[config.mk]
export PLATFORM = sky130hd
export DESIGN_NAME = mdp_alu
export DESIGN_NICKNAME = d
export VERILOG_FILES = /design/src/rtl/mdp_pkg.sv /design/src/rtl/mdp_alu.sv
export SDC_FILE = /design/constraint.sdc
export NUM_CORES = 1
export LEC_CHECK = 0
export BUFFER_PORTS_ARGS = -buffer_cell sky130_fd_sc_hd__buf_4
export CELL_PAD_IN_SITES_DETAIL_PLACEMENT = 1
export CELL_PAD_IN_SITES_GLOBAL_PLACEMENT = 1
export CORE_ASPECT_RATIO = 1.4
export CORE_UTILIZATION = 25
export DETAILED_ROUTE_END_ITERATION = 7
export GPL_TIMING_DRIVEN = 0
export PLACE_DENSITY_LB_ADDON = 0.1
export SYNTH_ARGS = -nofsm -noshare
export SYNTH_HDL_FRONTEND = slang
export SYNTH_SLANG_ARGS = --single-unit
[constraint.sdc]
create_clock -name vclk -period 4.97
set_input_delay 0.497 -clock vclk [all_inputs]
set_output_delay 0.497 -clock vclk [all_outputs]
set_load 0.02 [all_outputs]
[src/rtl/mdp_pkg.sv]
// Shared types and constants for the microinstruction datapath step.
package mdp_pkg;

   localparam int MEM_WORDS = 256;
   localparam int MEM_AW    = (MEM_WORDS > 1) ? $clog2(MEM_WORDS) : 1;
   localparam int DATA_W    = 32;
   localparam int NUM_REGS  = 9;
   localparam int REQ_W     = 24;
   localparam int RSP_W     = 136;
   localparam int MBR_W     = 8;

   // register file slots, same order as the C-bus mask bits
   localparam int REG_MAR = 0;
   localparam int REG_MDR = 1;
   localparam int REG_PC  = 2;
   localparam int REG_SP  = 3;
   localparam int REG_LV  = 4;
   localparam int REG_CPP = 5;
   localparam int REG_TOS = 6;
   localparam int REG_OPC = 7;
   localparam int REG_H   = 8;

   typedef enum logic [1:0] {
      FUNC_AND  = 2'd0,
      FUNC_OR   = 2'd1,
      FUNC_NOTB = 2'd2,
      FUNC_ADD  = 2'd3
   } alu_func_type;

   // codes 8 to 15 all select OPC
   typedef enum logic [3:0] {
      BSEL_MDR    = 4'd0,
      BSEL_PC     = 4'd1,
      BSEL_MBR_SX = 4'd2,
      BSEL_MBR_ZX = 4'd3,
      BSEL_SP     = 4'd4,
      BSEL_LV     = 4'd5,
      BSEL_CPP    = 4'd6,
      BSEL_TOS    = 4'd7
   } bsel_type;

   // one microinstruction, laid out as on the request tdata (lowest field last)
   typedef struct packed {
      logic [3:0]   b_select;
      logic         mem_read;
      logic         mem_write;
      logic [8:0]   c_write_mask;
      logic         carry_in;
      logic         invert_a;
      logic         enable_b;
      logic         enable_a;
      alu_func_type func;
      logic         shift_right1;
      logic         shift_left8;
   } uinstr_type;

   typedef struct packed {
      logic [DATA_W-1:0] shifter_out;
      logic              carry_out;
      logic              negative;
      logic              zero;
   } alu_res_type;

endpackage

[src/rtl/mdp_alu.sv]
// ALU and shifter of the datapath: operand gating, logic/add functions, shifts and flags.
module mdp_alu (
   input  mdp_pkg::uinstr_type         ctl,
   input  logic [mdp_pkg::DATA_W-1:0]  a_bus,
   input  logic [mdp_pkg::DATA_W-1:0]  b_bus,
   output mdp_pkg::alu_res_type        res
);

   logic [mdp_pkg::DATA_W-1:0] opa;
   logic [mdp_pkg::DATA_W-1:0] opb;
   logic [mdp_pkg::DATA_W-1:0] alu_out;
   logic [mdp_pkg::DATA_W-1:0] sh8;
   logic [mdp_pkg::DATA_W-1:0] sh_out;
   logic [mdp_pkg::DATA_W:0]   sum;
   logic                       carry;

   always_comb begin
      opa = ctl.enable_a ? (ctl.invert_a ? ~a_bus : a_bus) : '0;
      opb = ctl.enable_b ? b_bus : '0;
      sum = {1'b0, opa} + {1'b0, opb} + (mdp_pkg::DATA_W+1)'(ctl.carry_in);
      carry = 1'b0;
      case (ctl.func)
         mdp_pkg::FUNC_AND:  alu_out = opa & opb;
         mdp_pkg::FUNC_OR:   alu_out = opa | opb;
         mdp_pkg::FUNC_NOTB: alu_out = ~opb;
         mdp_pkg::FUNC_ADD: begin
            alu_out = sum[mdp_pkg::DATA_W-1:0];
            carry   = sum[mdp_pkg::DATA_W];
         end
         default: alu_out = '0;
      endcase
      sh8    = ctl.shift_left8 ? {alu_out[mdp_pkg::DATA_W-9:0], 8'h00} : alu_out;
      sh_out = ctl.shift_right1 ? {sh8[mdp_pkg::DATA_W-1], sh8[mdp_pkg::DATA_W-1:1]} : sh8;
      res.shifter_out = sh_out;
      res.carry_out   = carry;
      res.negative    = sh_out[mdp_pkg::DATA_W-1];
      res.zero        = (sh_out == '0);
   end

endmodule

==> impl_metrics.py <==
metrics = {
    "finish": {
        "design_area_um2": 6340,
        "nets": 1079,
        "drive_gt1_frac": 0.167,
        "areaGrowthSynthToFinish_pct": 23.7,
        "fillCellCount": 2659,
        "design.seq.count": 0,
        "multi_input_area_um2": 4740,
        "register_area_um2": 0,
        "n_antenna_cell": 0,
        "num-clock-buffers": 0,
    },
    "power_and_ir_drop": {
        "sequentialPowerShare": 0,
        "leakage_nw": 2.89,
        "ir_worst_vdd_mv": 0.0424,
        "p_total_mw": 0.770,
        "switching_share": 0.625,
        "intPower_mw": 0.289,
        "power.density_nw_per_um2": 121,
        "switchingPower_mw": 0.481,
        "clkPwrFrac": 0,
        "combPwrFrac": 1.000,
    },
    "die": {
        "die_x_um": 123,
        "start_util": 0.256,
        "fp-row-count": 61,
        "io_pins": 122,
        "core_um2": 20000,
        "dieArea_um2": 21100,
        "die-height_um": 171,
    },
    "routing": {
        "drtAntennaViolNets": 0,
        "route.detailed.drc": 0,
        "vias_per_cell": 5.36,
        "drt_pass1_iterations": 5,
        "drt_iter0_drc": 362,
        "postRouteWirelength_um": 24300,
        "dr_total_vias": 6299,
        "wire_per_inst_um": 20.6,
    },
    "timing": {
        "tightest_slew_ns": 1.16,
        "holdWs_ns": 1.52,
        "period_share": 0.951,
        "relSlewSlack": 0.225,
        "min_period_ns": 4.73,
        "clock.fmax_mhz": 212,
        "slew_viol_final": 0,
        "setup_viol": 0,
        "final-hold-violation-count": 0,
    },
    "placement": {
        "dpl_cell_area_um2": 6210,
        "gp_congestion": 0.924,
        "dp_hpwl_um": 20400,
        "io_buffers": 103,
    },
    "grt": {
        "grt_pass1_wl_um": 37000,
        "grt_max_degree": 15,
        "grt_pass1_vias": 6626,
        "overflow": 0,
        "antenna_found_initial": 0,
        "grt_usage": 0.232,
    },
    "worst_setup_path": {
        "cp.arrival_ns": 4.23,
        "cp-start-kind": "primary input",
        "required_ns": 4.47,
        "criticalPathCategory": "primary input to output pin",
        "setup.worst_path.end_class": "output pin",
        "critPathMaxFanout": 10,
    },
    "synth": {
        "postSynthCellCount": 825,
        "synth_fp_nets": 978,
        "yosysSeqAreaShare": 0,
        "yosys.area.top_type": "ha_1",
        "synthesis.area_um2": 5130,
        "syn_avg_cell_area_um2": 6.21,
        "ys_warn_count": 0,
        "synth_top_area_frac": 0.156,
        "synth_area_leaders": "ha_1 16%, nand2_1 8.6%, a21oi_1 6.4%, xor2_1 6.0%, inv_1 5.8%",
        "yosysMostFrequentCell": "nand2_1",
        "ys_types": 66,
        "synth_commonest_cells": "117 x nand2_1, 79 x inv_1, 70 x nor2_1, 66 x a21oi_1, 64 x ha_1",
    },
    "min_path": {
        "hp-start": "ctl[1]",
        "holdPathEnd": "res[8]",
        "hold_class": "primary input to output pin",
        "whs_path_depth": 4,
    },
    "run_status": {
        "status": "complete, no violations",
    },
    "run": {
        "maxCapViolCount": 0,
    },
    "clock_tree": {
        "post_cts_buffers": 0,
    },
}
timing repair:
item,in CTS,in global routing
endpoints found under the setup margin,24,8
cloned,0,0
pin swaps,0,2
hold buffers,0,0
resized for setup,11,27
cells by family (layout without fill, tap and decap cells):
logic type | after synthesis | in the layout | share of synthesized area
mux | 22 | 22 | 0.0515
xor+xnor | 38 | 38 | 0.0649
fa+ha+maj | 66 | 66 | 0.164
buf+inv | 131 | 230 | 0.0991
simple gates | 310 | 310 | 0.286
compound gates | 258 | 258 | 0.334
worst max-delay path, stage by stage:
cell and delay (ns):
clkbuf_4 0.17, buf_2 0.23, xor2_1 0.18, and2_1 0.18, ha_1 0.39, nand2_1 0.07
a211o_1 0.32, a2111o_1 0.48, a2111o_1 0.44, and3_1 0.21, a211oi_1 0.61, nor4bb_2 0.12
nand4_1 0.12, nor2_1 0.05, buf_4 0.15
cells in the final DEF (no fill, tap or decap), types with 20 or more instances in the layout:
cell and count:
a21oi_1 64, buf_4 106, nand2_1 117, clkbuf_1 22, xor2_1 35, o21ai_0 49
a211oi_1 20, and2_1 36, nor2_1 70, ha_1 64, inv_1 79
power by group through the flow:
stage / clock network, mW / registers (mW) / logic, mW
6_report: 0 / 0 / 0.770
5_1_grt: 0 / 0 / 0.843
4_1_cts: 0 / 0 / 0.762
3_5_place_dp: 0 / 0 / 0.757
3_3_place_gp: 0 / 0 / 0.754
2_1_floorplan: 0 / 0 / 0.473
metrics by stage:
stage / utilization / setup TNS (ns) / instances / setup WS, ns
floorplan: - / 0 / 825 / 0.164
global placement: 0.311 / -7.03 / 1180 / -0.725
detailed placement: 0.311 / -6.67 / 1180 / -0.699
CTS: 0.312 / 0 / 1179 / 0.0291
global route: 0.317 / -0.00297 / 1176 / -0.00297
finish: 0.317 / 0 / 1176 / 0.243
how the worst max path moves through the flow:
stage                start  endpoint  cells past startpoint
global route        ctl[6]    res[0]                     17
floorplan           ctl[6]    res[0]                     16
detailed placement  ctl[5]    res[0]                     18
CTS                 ctl[5]    res[0]                     16
finish              ctl[6]    res[0]                     15
global placement    ctl[5]    res[0]                     18
metal layers:
layer | GRT usage | part of all wire | up-vias
li1 | - | - | 3123
met1 | 0.252 | 0.40 | 3011
met2 | 0.459 | 0.54 | 126
met3 | 0.00365 | 0.019 | 39
met4 | 0.0980 | 0.044 | 0
met5 | 0 | 0 | -
final cells by class:
type,instances,area share
well taps,252,0.0497
inverters,81,0.0480
multi-input cells,694,0.747
repair buffers,103,0.122
plain buffers,46,0.0332
Note: power is estimated with default switching activity, not from simulation.
